`config.mk`:
```
export PLATFORM = sky130hd
export DESIGN_NAME = pointer_gesture_recognizer_core_flat
export DESIGN_NICKNAME = d
export VERILOG_FILES = /design/src/hw/rtl/pgr_pkg.sv /design/src/hw/rtl/pgr_item_if.sv /design/src/hw/rtl/pgr_event_if.sv /design/src/hw/rtl/pgr_cfg.sv /design/src/hw/rtl/pgr_engine.sv /design/src/hw/rtl/pgr_out.sv /design/src/hw/rtl/pointer_gesture_recognizer_core.sv /design/src/flat_wrapper.sv
export SDC_FILE = /design/constraint.sdc
export NUM_CORES = 2
export LEC_CHECK = 0
export ABC_AREA = 1
export BUFFER_PORTS_ARGS = -buffer_cell sky130_fd_sc_hd__buf_4
export CAP_MARGIN = 20
export CORE_UTILIZATION = 60
export CTS_BUF_LIST = sky130_fd_sc_hd__clkbuf_8
export DETAILED_ROUTE_END_ITERATION = 7
export MAX_ROUTING_LAYER = met4
export PLACE_DENSITY = 0.77
export SYNTH_ARGS = -nofsm -noshare
export SYNTH_HDL_FRONTEND = slang
export SYNTH_SLANG_ARGS = --single-unit
export TNS_END_PERCENT = 5
```
`constraint.sdc`:
```
create_clock -name clk -period 13.1 [get_ports clk]
set_input_delay 1.31 -clock clk [delete_from_list [all_inputs] [get_ports clk]]
set_output_delay 1.31 -clock clk [all_outputs]
set_load 0.05 [all_outputs]
```
`src/hw/rtl/pgr_pkg.sv`:
```
// Package for the pointer gesture recognizer.
// Widths, codes, event and config types, saturating timer add.
// No dependencies.
package pgr_pkg;

  localparam int COORD_WIDTH = 16;
  localparam int TIME_WIDTH  = 16;
  localparam int THR_WIDTH   = 12;
  localparam int CFG_WIDTH   = (TIME_WIDTH > THR_WIDTH) ? TIME_WIDTH : THR_WIDTH;
  localparam int CFG_IDX_W   = 3;
  localparam int DIST_WIDTH  = (2 * COORD_WIDTH + 1 > 2 * THR_WIDTH) ?
                               2 * COORD_WIDTH + 1 : 2 * THR_WIDTH;

  typedef logic signed [COORD_WIDTH-1:0] coord_t;
  typedef logic [TIME_WIDTH-1:0]         tick_t;
  typedef logic [TIME_WIDTH:0]           timer_t;
  typedef logic [THR_WIDTH-1:0]          thr_t;
  typedef logic [DIST_WIDTH-1:0]         dist_t;
  typedef logic [CFG_WIDTH-1:0]          cfg_data_t;

  typedef enum logic [1:0] {
    OP_PRESS   = 2'd0,
    OP_RELEASE = 2'd1,
    OP_MOVE    = 2'd2,
    OP_TICK    = 2'd3
  } op_t;

  typedef enum logic [2:0] {
    G_CLICK      = 3'd0,
    G_DOUBLE     = 3'd1,
    G_LONG_PRESS = 3'd2,
    G_DRAG_START = 3'd3,
    G_DRAG_MOVE  = 3'd4,
    G_DRAG_END   = 3'd5
  } gesture_t;

  typedef enum logic [CFG_IDX_W-1:0] {
    CFG_DC_WINDOW = 3'd0,
    CFG_LP_TIME   = 3'd1,
    CFG_DRAG_DIST = 3'd2,
    CFG_DC_RADIUS = 3'd3,
    CFG_DC_ON     = 3'd4
  } cfg_idx_t;

  typedef struct packed {
    tick_t dc_window;
    tick_t lp_time;
    thr_t  drag_dist;
    thr_t  dc_radius;
    logic  dc_on;
  } cfg_t;

  typedef struct packed {
    logic [1:0] op;
    coord_t     pos_x;
    coord_t     pos_y;
    tick_t      tick_amount;
  } item_t;

  typedef struct packed {
    gesture_t gesture;
    coord_t   at_x;
    coord_t   at_y;
  } event_t;

  // results of one item, compacted: r0 first, r1 only when two is set
  typedef struct packed {
    logic   any;
    logic   two;
    event_t r0;
    event_t r1;
  } res_pair_t;

  function automatic timer_t sat_add(timer_t a, tick_t b);
    logic [TIME_WIDTH+1:0] s;
    s = {1'b0, a} + {2'b00, b};
    return s[TIME_WIDTH+1] ? {(TIME_WIDTH+1){1'b1}} : s[TIME_WIDTH:0];
  endfunction

endpackage

```
`src/hw/rtl/pgr_item_if.sv`:
```
// Input channel: pointer and tick items with valid/ready.
// Depends on pgr_pkg.
interface pgr_item_if import pgr_pkg::*; ();
  logic       valid;
  logic       ready;
  logic [1:0] op;
  coord_t     pos_x;
  coord_t     pos_y;
  tick_t      tick_amount;

  modport source (output valid, op, pos_x, pos_y, tick_amount, input ready);
  modport sink   (input valid, op, pos_x, pos_y, tick_amount, output ready);
endinterface

```
`src/hw/rtl/pgr_event_if.sv`:
```
// Output channel: gesture events with valid/ready.
// Depends on pgr_pkg.
interface pgr_event_if import pgr_pkg::*; ();
  logic       valid;
  logic       ready;
  logic [2:0] gesture;
  coord_t     at_x;
  coord_t     at_y;
  logic       final_res;

  modport source (output valid, gesture, at_x, at_y, final_res, input ready);
  modport sink   (input valid, gesture, at_x, at_y, final_res, output ready);
endinterface

```
`src/hw/rtl/pgr_cfg.sv`:
```
// Configuration registers of the gesture recognizer.
// Depends on pgr_pkg.
module pgr_cfg import pgr_pkg::*; (
  input  logic                 clk,
  input  logic                 rst,
  input  logic                 cfg_we,
  input  logic [CFG_IDX_W-1:0] cfg_index,
  input  cfg_data_t            cfg_data,
  output cfg_t                 cfg
);

  always_ff @(posedge clk) begin
    if (rst) begin
      cfg.dc_window <= TIME_WIDTH'(300);
      cfg.lp_time   <= TIME_WIDTH'(500);
      cfg.drag_dist <= THR_WIDTH'(8);
      cfg.dc_radius <= THR_WIDTH'(4);
      cfg.dc_on     <= 1'b1;
    end else if (cfg_we) begin
      case (cfg_index)
        CFG_DC_WINDOW: cfg.dc_window <= cfg_data[TIME_WIDTH-1:0];
        CFG_LP_TIME:   cfg.lp_time   <= cfg_data[TIME_WIDTH-1:0];
        CFG_DRAG_DIST: cfg.drag_dist <= cfg_data[THR_WIDTH-1:0];
        CFG_DC_RADIUS: cfg.dc_radius <= cfg_data[THR_WIDTH-1:0];
        CFG_DC_ON:     cfg.dc_on     <= cfg_data[0];
        default: ;
      endcase
    end
  end

endmodule

```
`src/hw/rtl/pgr_engine.sv`:
```
// Gesture state and single-pass step logic for one item.
// Depends on pgr_pkg.
module pgr_engine import pgr_pkg::*; (
  input  logic      clk,
  input  logic      rst,
  input  logic      fire,
  input  item_t     item,
  input  cfg_t      cfg,
  output res_pair_t pair
);

  logic   button_down, drag_active, long_press_fired, click_pending;
  coord_t press_x, press_y, pending_x, pending_y;
  timer_t held_time, pending_time;

  logic   button_down_next, drag_active_next, long_press_fired_next, click_pending_next;
  coord_t press_x_next, press_y_next, pending_x_next, pending_y_next;
  timer_t held_time_next, pending_time_next;

  op_t    op;
  coord_t ref_x, ref_y;
  logic signed [COORD_WIDTH:0] dx, dy;
  logic [COORD_WIDTH-1:0] ax, ay;
  dist_t  d2, drag_sq, radius_sq;
  timer_t held_sum, pend_sum;
  logic   a_v, b_v, start, cp_mid;
  event_t a, b;

  assign op = op_t'(item.op);

  // one distance unit, shared: release measures against the pending click
  assign ref_x = (op == OP_RELEASE) ? pending_x : press_x;
  assign ref_y = (op == OP_RELEASE) ? pending_y : press_y;
  assign dx = {item.pos_x[COORD_WIDTH-1], item.pos_x} - {ref_x[COORD_WIDTH-1], ref_x};
  assign dy = {item.pos_y[COORD_WIDTH-1], item.pos_y} - {ref_y[COORD_WIDTH-1], ref_y};
  assign ax = dx[COORD_WIDTH] ? COORD_WIDTH'(-dx) : dx[COORD_WIDTH-1:0];
  assign ay = dy[COORD_WIDTH] ? COORD_WIDTH'(-dy) : dy[COORD_WIDTH-1:0];
  assign d2 = DIST_WIDTH'(ax * ax) + DIST_WIDTH'(ay * ay);

  assign drag_sq   = DIST_WIDTH'(cfg.drag_dist * cfg.drag_dist);
  assign radius_sq = DIST_WIDTH'(cfg.dc_radius * cfg.dc_radius);

  assign held_sum = sat_add(held_time, item.tick_amount);
  assign pend_sum = sat_add(pending_time, item.tick_amount);

  always_comb begin
    button_down_next      = button_down;
    drag_active_next      = drag_active;
    long_press_fired_next = long_press_fired;
    click_pending_next    = click_pending;
    press_x_next          = press_x;
    press_y_next          = press_y;
    pending_x_next        = pending_x;
    pending_y_next        = pending_y;
    held_time_next        = held_time;
    pending_time_next     = pending_time;
    a_v    = 1'b0;
    b_v    = 1'b0;
    a      = '{G_CLICK, item.pos_x, item.pos_y};
    b      = '{G_CLICK, item.pos_x, item.pos_y};
    start  = 1'b0;
    cp_mid = click_pending;
    unique case (op)
      OP_PRESS: begin
        press_x_next          = item.pos_x;
        press_y_next          = item.pos_y;
        button_down_next      = 1'b1;
        long_press_fired_next = 1'b0;
        held_time_next        = '0;
      end
      OP_RELEASE: begin
        if (drag_active) begin
          a_v = 1'b1;
          a   = '{G_DRAG_END, item.pos_x, item.pos_y};
        end
        drag_active_next = 1'b0;
        button_down_next = 1'b0;
        priority if (drag_active || long_press_fired) begin
          click_pending_next = 1'b0;
        end else if (click_pending && pending_time <= {1'b0, cfg.dc_window} &&
                     d2 <= radius_sq) begin
          click_pending_next = 1'b0;
          b_v = 1'b1;
          b   = '{G_DOUBLE, item.pos_x, item.pos_y};
        end else if (cfg.dc_on) begin
          b_v = click_pending;
          b   = '{G_CLICK, pending_x, pending_y};
          click_pending_next = 1'b1;
          pending_x_next     = item.pos_x;
          pending_y_next     = item.pos_y;
          pending_time_next  = '0;
        end else begin
          b_v = 1'b1;
        end
      end
      OP_MOVE: begin
        if (button_down) begin
          start = !drag_active && d2 >= drag_sq;
          if (start) begin
            drag_active_next   = 1'b1;
            click_pending_next = 1'b0;
            a_v = 1'b1;
            a   = '{G_DRAG_START, press_x, press_y};
          end
          if (drag_active || start) begin
            b_v = 1'b1;
            b   = '{G_DRAG_MOVE, item.pos_x, item.pos_y};
          end
        end
      end
      OP_TICK: begin
        if (button_down && !drag_active && !long_press_fired) begin
          held_time_next = held_sum;
          if (held_sum >= {1'b0, cfg.lp_time}) begin
            long_press_fired_next = 1'b1;
            cp_mid = 1'b0;
            a_v = 1'b1;
            a   = '{G_LONG_PRESS, press_x, press_y};
          end
        end
        click_pending_next = cp_mid;
        if (cp_mid) begin
          pending_time_next = pend_sum;
          if (pend_sum > {1'b0, cfg.dc_window}) begin
            click_pending_next = 1'b0;
            b_v = 1'b1;
            b   = '{G_CLICK, pending_x, pending_y};
          end
        end
      end
    endcase
  end

  always_comb begin
    pair.any = a_v || b_v;
    pair.two = a_v && b_v;
    pair.r0  = a_v ? a : b;
    pair.r1  = b;
  end

  always_ff @(posedge clk) begin
    if (rst) begin
      button_down      <= 1'b0;
      drag_active      <= 1'b0;
      long_press_fired <= 1'b0;
      click_pending    <= 1'b0;
      press_x          <= '0;
      press_y          <= '0;
      pending_x        <= '0;
      pending_y        <= '0;
      held_time        <= '0;
      pending_time     <= '0;
    end else if (fire) begin
      button_down      <= button_down_next;
      drag_active      <= drag_active_next;
      long_press_fired <= long_press_fired_next;
      click_pending    <= click_pending_next;
      press_x          <= press_x_next;
      press_y          <= press_y_next;
      pending_x        <= pending_x_next;
      pending_y        <= pending_y_next;
      held_time        <= held_time_next;
      pending_time     <= pending_time_next;
    end
  end

endmodule

```
`src/hw/rtl/pgr_out.sv`:
```
// Result buffer: holds the one or two events of an item and sends them
// one beat at a time. Depends on pgr_pkg and pgr_event_if.
module pgr_out import pgr_pkg::*; (
  input  logic               clk,
  input  logic               rst,
  input  logic               load,
  input  res_pair_t          pair,
  output logic               free,
  pgr_event_if.source        events
);

  logic   pvalid, idx, two;
  event_t r0, r1, cur;
  logic   taken, last_taken;

  assign cur        = idx ? r1 : r0;
  assign taken      = pvalid && events.ready;
  assign last_taken = taken && (idx || !two);
  assign free       = !pvalid || last_taken;

  assign events.valid     = pvalid;
  assign events.gesture   = cur.gesture;
  assign events.at_x      = cur.at_x;
  assign events.at_y      = cur.at_y;
  assign events.final_res = idx || !two;

  always_ff @(posedge clk) begin
    if (rst) begin
      pvalid <= 1'b0;
      idx    <= 1'b0;
    end else if (load) begin
      pvalid <= pair.any;
      idx    <= 1'b0;
    end else if (last_taken) begin
      pvalid <= 1'b0;
      idx    <= 1'b0;
    end else if (taken) begin
      idx <= 1'b1;
    end
  end

  always_ff @(posedge clk) begin
    if (load) begin
      two <= pair.two;
      r0  <= pair.r0;
      r1  <= pair.r1;
    end
  end

  a_load_free: assert property (@(posedge clk) disable iff (rst) load |-> free)
    else $error("result buffer overwritten before drained");
  a_second_beat: assert property (@(posedge clk) disable iff (rst)
    (events.valid && events.ready && !events.final_res) |=>
      (events.valid && events.final_res))
    else $error("second result of an item lost");
  a_drain: assert property (@(posedge clk) disable iff (rst)
    (events.valid && events.ready && events.final_res && !(load && pair.any)) |=>
      !events.valid)
    else $error("result repeated after final beat");
  a_idx_two: assert property (@(posedge clk) disable iff (rst)
    (pvalid && idx) |-> two)
    else $error("second slot shown for a single result");

endmodule

```
`src/hw/rtl/pointer_gesture_recognizer_core.sv`:
```
// Top level of the pointer gesture recognizer: input register, config,
// step engine and result buffer. Depends on pgr_pkg, pgr_item_if,
// pgr_event_if, pgr_cfg, pgr_engine, pgr_out.
//
//  channel  | dir | handshake     | beat
//  ---------+-----+---------------+------------------------------------
//  items    | in  | valid/ready   | op, pos_x, pos_y, tick_amount
//  events   | out | valid/ready   | gesture, at_x, at_y, final_res
//  cfg      | in  | cfg_we only   | cfg_index, cfg_data
//
// An item is registered, then stepped by the engine into the result buffer,
// from which its first event is sent.
// Throughput, while events is ready: one item per cycle when it yields at
// most one event; a two-event item sends one beat per cycle, next item waits.
// A stalled events channel holds the buffer; one item waits in the input
// register and ready drops until the buffer drains.
// rst is synchronous; it restores the default config and clears all state but the buffered event data.
module pointer_gesture_recognizer_core import pgr_pkg::*; (
  input  logic                 clk,
  input  logic                 rst,
  pgr_item_if.sink             items,
  pgr_event_if.source          events,
  input  logic                 cfg_we,
  input  logic [CFG_IDX_W-1:0] cfg_index,
  input  cfg_data_t            cfg_data
);

  cfg_t      cfg;
  item_t     stage_item;
  logic      stage_valid;
  logic      free, fire;
  res_pair_t pair;

  assign fire        = stage_valid && free;
  assign items.ready = !stage_valid || free;

  always_ff @(posedge clk) begin
    if (rst) begin
      stage_valid <= 1'b0;
    end else if (items.valid && items.ready) begin
      stage_valid <= 1'b1;
    end else if (fire) begin
      stage_valid <= 1'b0;
    end
  end

  always_ff @(posedge clk) begin
    if (rst) begin
      stage_item <= '0;
    end else if (items.valid && items.ready) begin
      stage_item <= '{items.op, items.pos_x, items.pos_y, items.tick_amount};
    end
  end

  pgr_cfg u_cfg (
    .clk       (clk),
    .rst       (rst),
    .cfg_we    (cfg_we),
    .cfg_index (cfg_index),
    .cfg_data  (cfg_data),
    .cfg       (cfg)
  );

  pgr_engine u_engine (
    .clk  (clk),
    .rst  (rst),
    .fire (fire),
    .item (stage_item),
    .cfg  (cfg),
    .pair (pair)
  );

  pgr_out u_out (
    .clk    (clk),
    .rst    (rst),
    .load   (fire),
    .pair   (pair),
    .free   (free),
    .events (events)
  );

  a_hold_item: assert property (@(posedge clk) disable iff (rst)
    (stage_valid && !fire) |=> (stage_valid && $stable(stage_item)))
    else $error("waiting item lost or changed");
  a_no_accept_blocked: assert property (@(posedge clk) disable iff (rst)
    (stage_valid && !free) |-> !items.ready)
    else $error("item accepted over a blocked stage");
  a_fire_emits: assert property (@(posedge clk) disable iff (rst)
    (fire && pair.any) |=> events.valid)
    else $error("stepped item produced no visible event");

endmodule
```
`src/flat_wrapper.sv`:
```
// flat-port wrapper written by rule: the top's interface ports become plain ports
module pointer_gesture_recognizer_core_flat import pgr_pkg::*;
  (clk, rst, cfg_we, cfg_index, cfg_data, items_valid, items_op, items_pos_x, items_pos_y, items_tick_amount, items_ready, events_valid, events_gesture, events_at_x, events_at_y, events_final_res, events_ready);
  pgr_item_if items_i ();
  pgr_event_if events_i ();
  input  logic clk;
  input  logic rst;
  input  logic cfg_we;
  input  logic [CFG_IDX_W-1:0] cfg_index;
  input  cfg_data_t cfg_data;
  input wire logic [$bits(items_i.valid)-1:0] items_valid;
  input wire logic [$bits(items_i.op)-1:0] items_op;
  input wire logic [$bits(items_i.pos_x)-1:0] items_pos_x;
  input wire logic [$bits(items_i.pos_y)-1:0] items_pos_y;
  input wire logic [$bits(items_i.tick_amount)-1:0] items_tick_amount;
  output wire logic [$bits(items_i.ready)-1:0] items_ready;
  output wire logic [$bits(events_i.valid)-1:0] events_valid;
  output wire logic [$bits(events_i.gesture)-1:0] events_gesture;
  output wire logic [$bits(events_i.at_x)-1:0] events_at_x;
  output wire logic [$bits(events_i.at_y)-1:0] events_at_y;
  output wire logic [$bits(events_i.final_res)-1:0] events_final_res;
  input wire logic [$bits(events_i.ready)-1:0] events_ready;
  assign items_i.valid = items_valid;
  assign items_i.op = items_op;
  assign items_i.pos_x = items_pos_x;
  assign items_i.pos_y = items_pos_y;
  assign items_i.tick_amount = items_tick_amount;
  assign items_ready = items_i.ready;
  assign events_valid = events_i.valid;
  assign events_gesture = events_i.gesture;
  assign events_at_x = events_i.at_x;
  assign events_at_y = events_i.at_y;
  assign events_final_res = events_i.final_res;
  assign events_i.ready = events_ready;
  pointer_gesture_recognizer_core u_core (.clk(clk), .rst(rst), .items(items_i), .events(events_i), .cfg_we(cfg_we), .cfg_index(cfg_index), .cfg_data(cfg_data));
endmodule
```
==> impl_metrics.ini <==
[global_routing]
grt_antenna_before_repair = 2
grt_max_degree = 105
grt_pass1_wl_mm = 179
grt.total_usage_pct = 32.8
grt_overflow = 0
grt_pass1_vias = 35260

[clock_network]
clk_pin_slew_worst_paths_ns = 0.08
cts_hold_buf = 0
htree_levels = 2
numCtsBuffers = 42
cts_root_buffer = clkbuf_8
cts_sinks = 282
cts_max_path_buffers = 3
clkLatencyLatePin_ns = 0.58
cts_tree = built

[route]
num_vias = 35051
vias_per_cell = 5.56
drt-pass1-iter-count = 7
ant_nets = 0
drc = 0
avgRoutedWirePerCell_um = 17.4
drt_iter0_markers = 2941
wl_mm = 109

[synthesis]
synth_area_leaders = fa_1 (27%), ha_1 (14%), dfxtp_1 (10%)
synth_top_cell_by_area = fa_1
synth.distinct_cells = 59
ys_warn_count = 0
ys_ff_latch = 282
synth_commonest_cells = inv_1 (1120), nand2_1 (1080), fa_1 (553)
syn_area_sq_um = 41200
synth.yosys.seq_area_share_pct = 15.4
synth-async-reset-ratio_pct = 0
synth_ff_type = dfxtp_1
synth_edf_count = 70
post-synth-top-area-fraction_pct = 26.9
syn_nets = 6417
post-synth-top-count-cell = inv_1
syn_inst = 5334
synth_area_per_cell_sq_um = 7.73

[setup_path]
crit_path_top_delay_cell = fa_1
cpLargestDelayFamily = adder cells
cp.required_ns = 13.44
cpPeakStageDelay_ns = 0.56
r2r-end = u_core.u_out.r0[31]$_DFFE_PP_
r2r_slack_ns = 0.71
cp_max_fo = 22
cpMostUsedCell = nand2_1
startpoint_type = register
crit_cells = 56
end_kind = register
critPathArrivalTime_ns = 12.72
r2r_start = u_core.stage_item[48]$_SDFFE_PP0P_
reg2regPathDepth = 56
worstSetupPathType = register to register
path_buf_inv = 11

[die]
placementRows = 95
die_w_um = 264
io_pins = 112
initial_utilization_pct = 61.0
core-area_sq_um = 67500
die_h_um = 264
die_area_sq_um = 69700

[final_layout]
finalInstanceArea_sq_um = 44000
num-nets-final = 6475
nFillCells = 5858
area_delta_synth_final_pct = 6.64
drive_gt1_share_pct = 6.06

[hold_path]
hold_path_class = register to register
min_to = u_core.u_cfg.cfg[38]$_SDFFE_PP0P_
worstHoldStart = u_core.u_cfg.cfg[38]$_SDFFE_PP0P_
whs_path_depth = 2

[placed_design]
portBuffers = 111
routabilityCongestion = 1.01
place_area_sq_um = 43000
hpwl_mm = 86.8

[job]
maxCapViolCount = 0

[sta]
relSlewSlack_pct = 28.0
final_max_slew_viol_count = 0
max_freq_ghz = 0.0807
tightestPinTransition_ns = 1.08
finalHoldViolCount = 0
grt_setup_unrepaired = no
final.setup.tns_ns = 0
fin_crit_ns = 12.39
timing.final.crit_share_pct = 94.5
setup_viol = 0
skew_ns = 0.0244

[run_status]
status = completed
[kinds of logic (layout without fill, tap and decap cells)]
group | Yosys count | after routing | synth area share, %
simple gates | 1752 | 1752 | 17.4
buf+inv | 1301 | 1393 | 12.0
fa+ha+maj | 1009 | 1009 | 40.7
compound gates | 827 | 827 | 11.0
flops | 282 | 282 | 15.4
xor+xnor | 134 | 134 | 2.85
mux | 29 | 29 | 0.707
other cells | 0 | 3 | 0
[routing by layer]
metal	GRT usage (%)	vias to the layer above	wire, um	share of wire (%)
li1	-	16748	-	-
met4	10.7	0	3790	3.5
met1	42.8	16698	45900	42
met5	-	-	0	0
met2	53.6	1355	51000	47
met3	3.58	250	8620	7.9
[flip-flops by register name, summed over array words and instances, names as in the netlist, 16 cells and up]
register,flops
u_core.u_out.r0,35
u_core.u_cfg.cfg,57
u_core.u_engine.pending_time,17
u_core.u_engine.pending_x,16
u_core.stage_item,50
u_core.u_engine.press_y,16
u_core.u_engine.press_x,16
u_core.u_out.r1,34
u_core.u_engine.pending_y,16
u_core.u_engine.held_time,17
[stage by stage]
step	cells	utilization (%)	hold slack (ns)	setup WS, ns
floorplan	5334	-	0.435	1.22
global placement	6219	63.7	0.456	0.723
detailed placement	6219	63.7	0.457	0.643
CTS	6297	65.0	0.468	0.611
global route	6301	65.1	0.498	0.0122
finish	6302	65.1	0.467	0.714
[final cells by class]
cell class	count	area [sq um]	area share, %
clock buffer	50	688	1.57
antenna	3	7.51	0.0171
clock inverter	28	171	0.390
tap	873	1090	2.49
timing repair buffer	179	1410	3.20
multi-input combinational	3751	30000	68.2
inverter	1136	4270	9.72
sequential	282	6350	14.4
[worst max path at each step]
stage / start / end / slack, ns
finish: u_core.stage_item[48]$_SDFFE_PP0P_ / u_core.u_out.r0[31]$_DFFE_PP_ / 0.71
global placement: u_core.stage_item[48]$_SDFFE_PP0P_ / u_core.u_out.r0[25]$_DFFE_PP_ / 0.72
global route: u_core.stage_item[48]$_SDFFE_PP0P_ / u_core.u_out.r0[24]$_DFFE_PP_ / 0.01
CTS: u_core.stage_item[48]$_SDFFE_PP0P_ / u_core.u_out.r0[24]$_DFFE_PP_ / 0.61
floorplan: u_core.stage_item[48]$_SDFFE_PP0P_ / u_core.u_out.r0[17]$_DFFE_PP_ / 1.22
detailed placement: u_core.stage_item[48]$_SDFFE_PP0P_ / u_core.u_out.r0[24]$_DFFE_PP_ / 0.64
[cell usage in the layout (no fill, tap or decap), types with 6 or more instances in the layout]
cell and count:
a21o_1 11, a21oi_1 382, a21oi_2 27, a31oi_1 6
buf_4 173, clkbuf_8 50, clkinv_1 11, clkinv_2 8
dfxtp_1 212, edfxtp_1 70, fa_1 553, ha_1 456
inv_1 1129, inv_2 11, mux2i_1 28, nand2_1 1078
nand2_2 8, nand3_1 154, nand3b_1 9, nand4_1 42
nor2_1 370, nor3_1 40, nor4_1 6, o211ai_1 47
o21ai_0 270, o21ai_1 33, o21bai_1 17, o22ai_1 6
or2_2 19, xnor2_1 58, xor2_1 75
[worst register-to-register path: cells and delay by family (launching register included)]
kind | cells | cell delay (ns)
xor+xnor | 3 | 0.65
compound gates | 7 | 1.32
flops | 1 | 0.40
simple gates | 23 | 3.02
buf+inv | 11 | 1.37
fa+ha+maj | 12 | 5.42
[what timing repair did]
item                                    in CTS  in global routing
gates resized for setup                      0                 14
hold endpoints to repair                     0                  0
setup buffers                                0                  1
endpoints found under the setup margin       0                 77
Power is left out: the tool's default activity adds up to more than one toggle a clock period on the data nets, which glitch-free logic cannot reach.
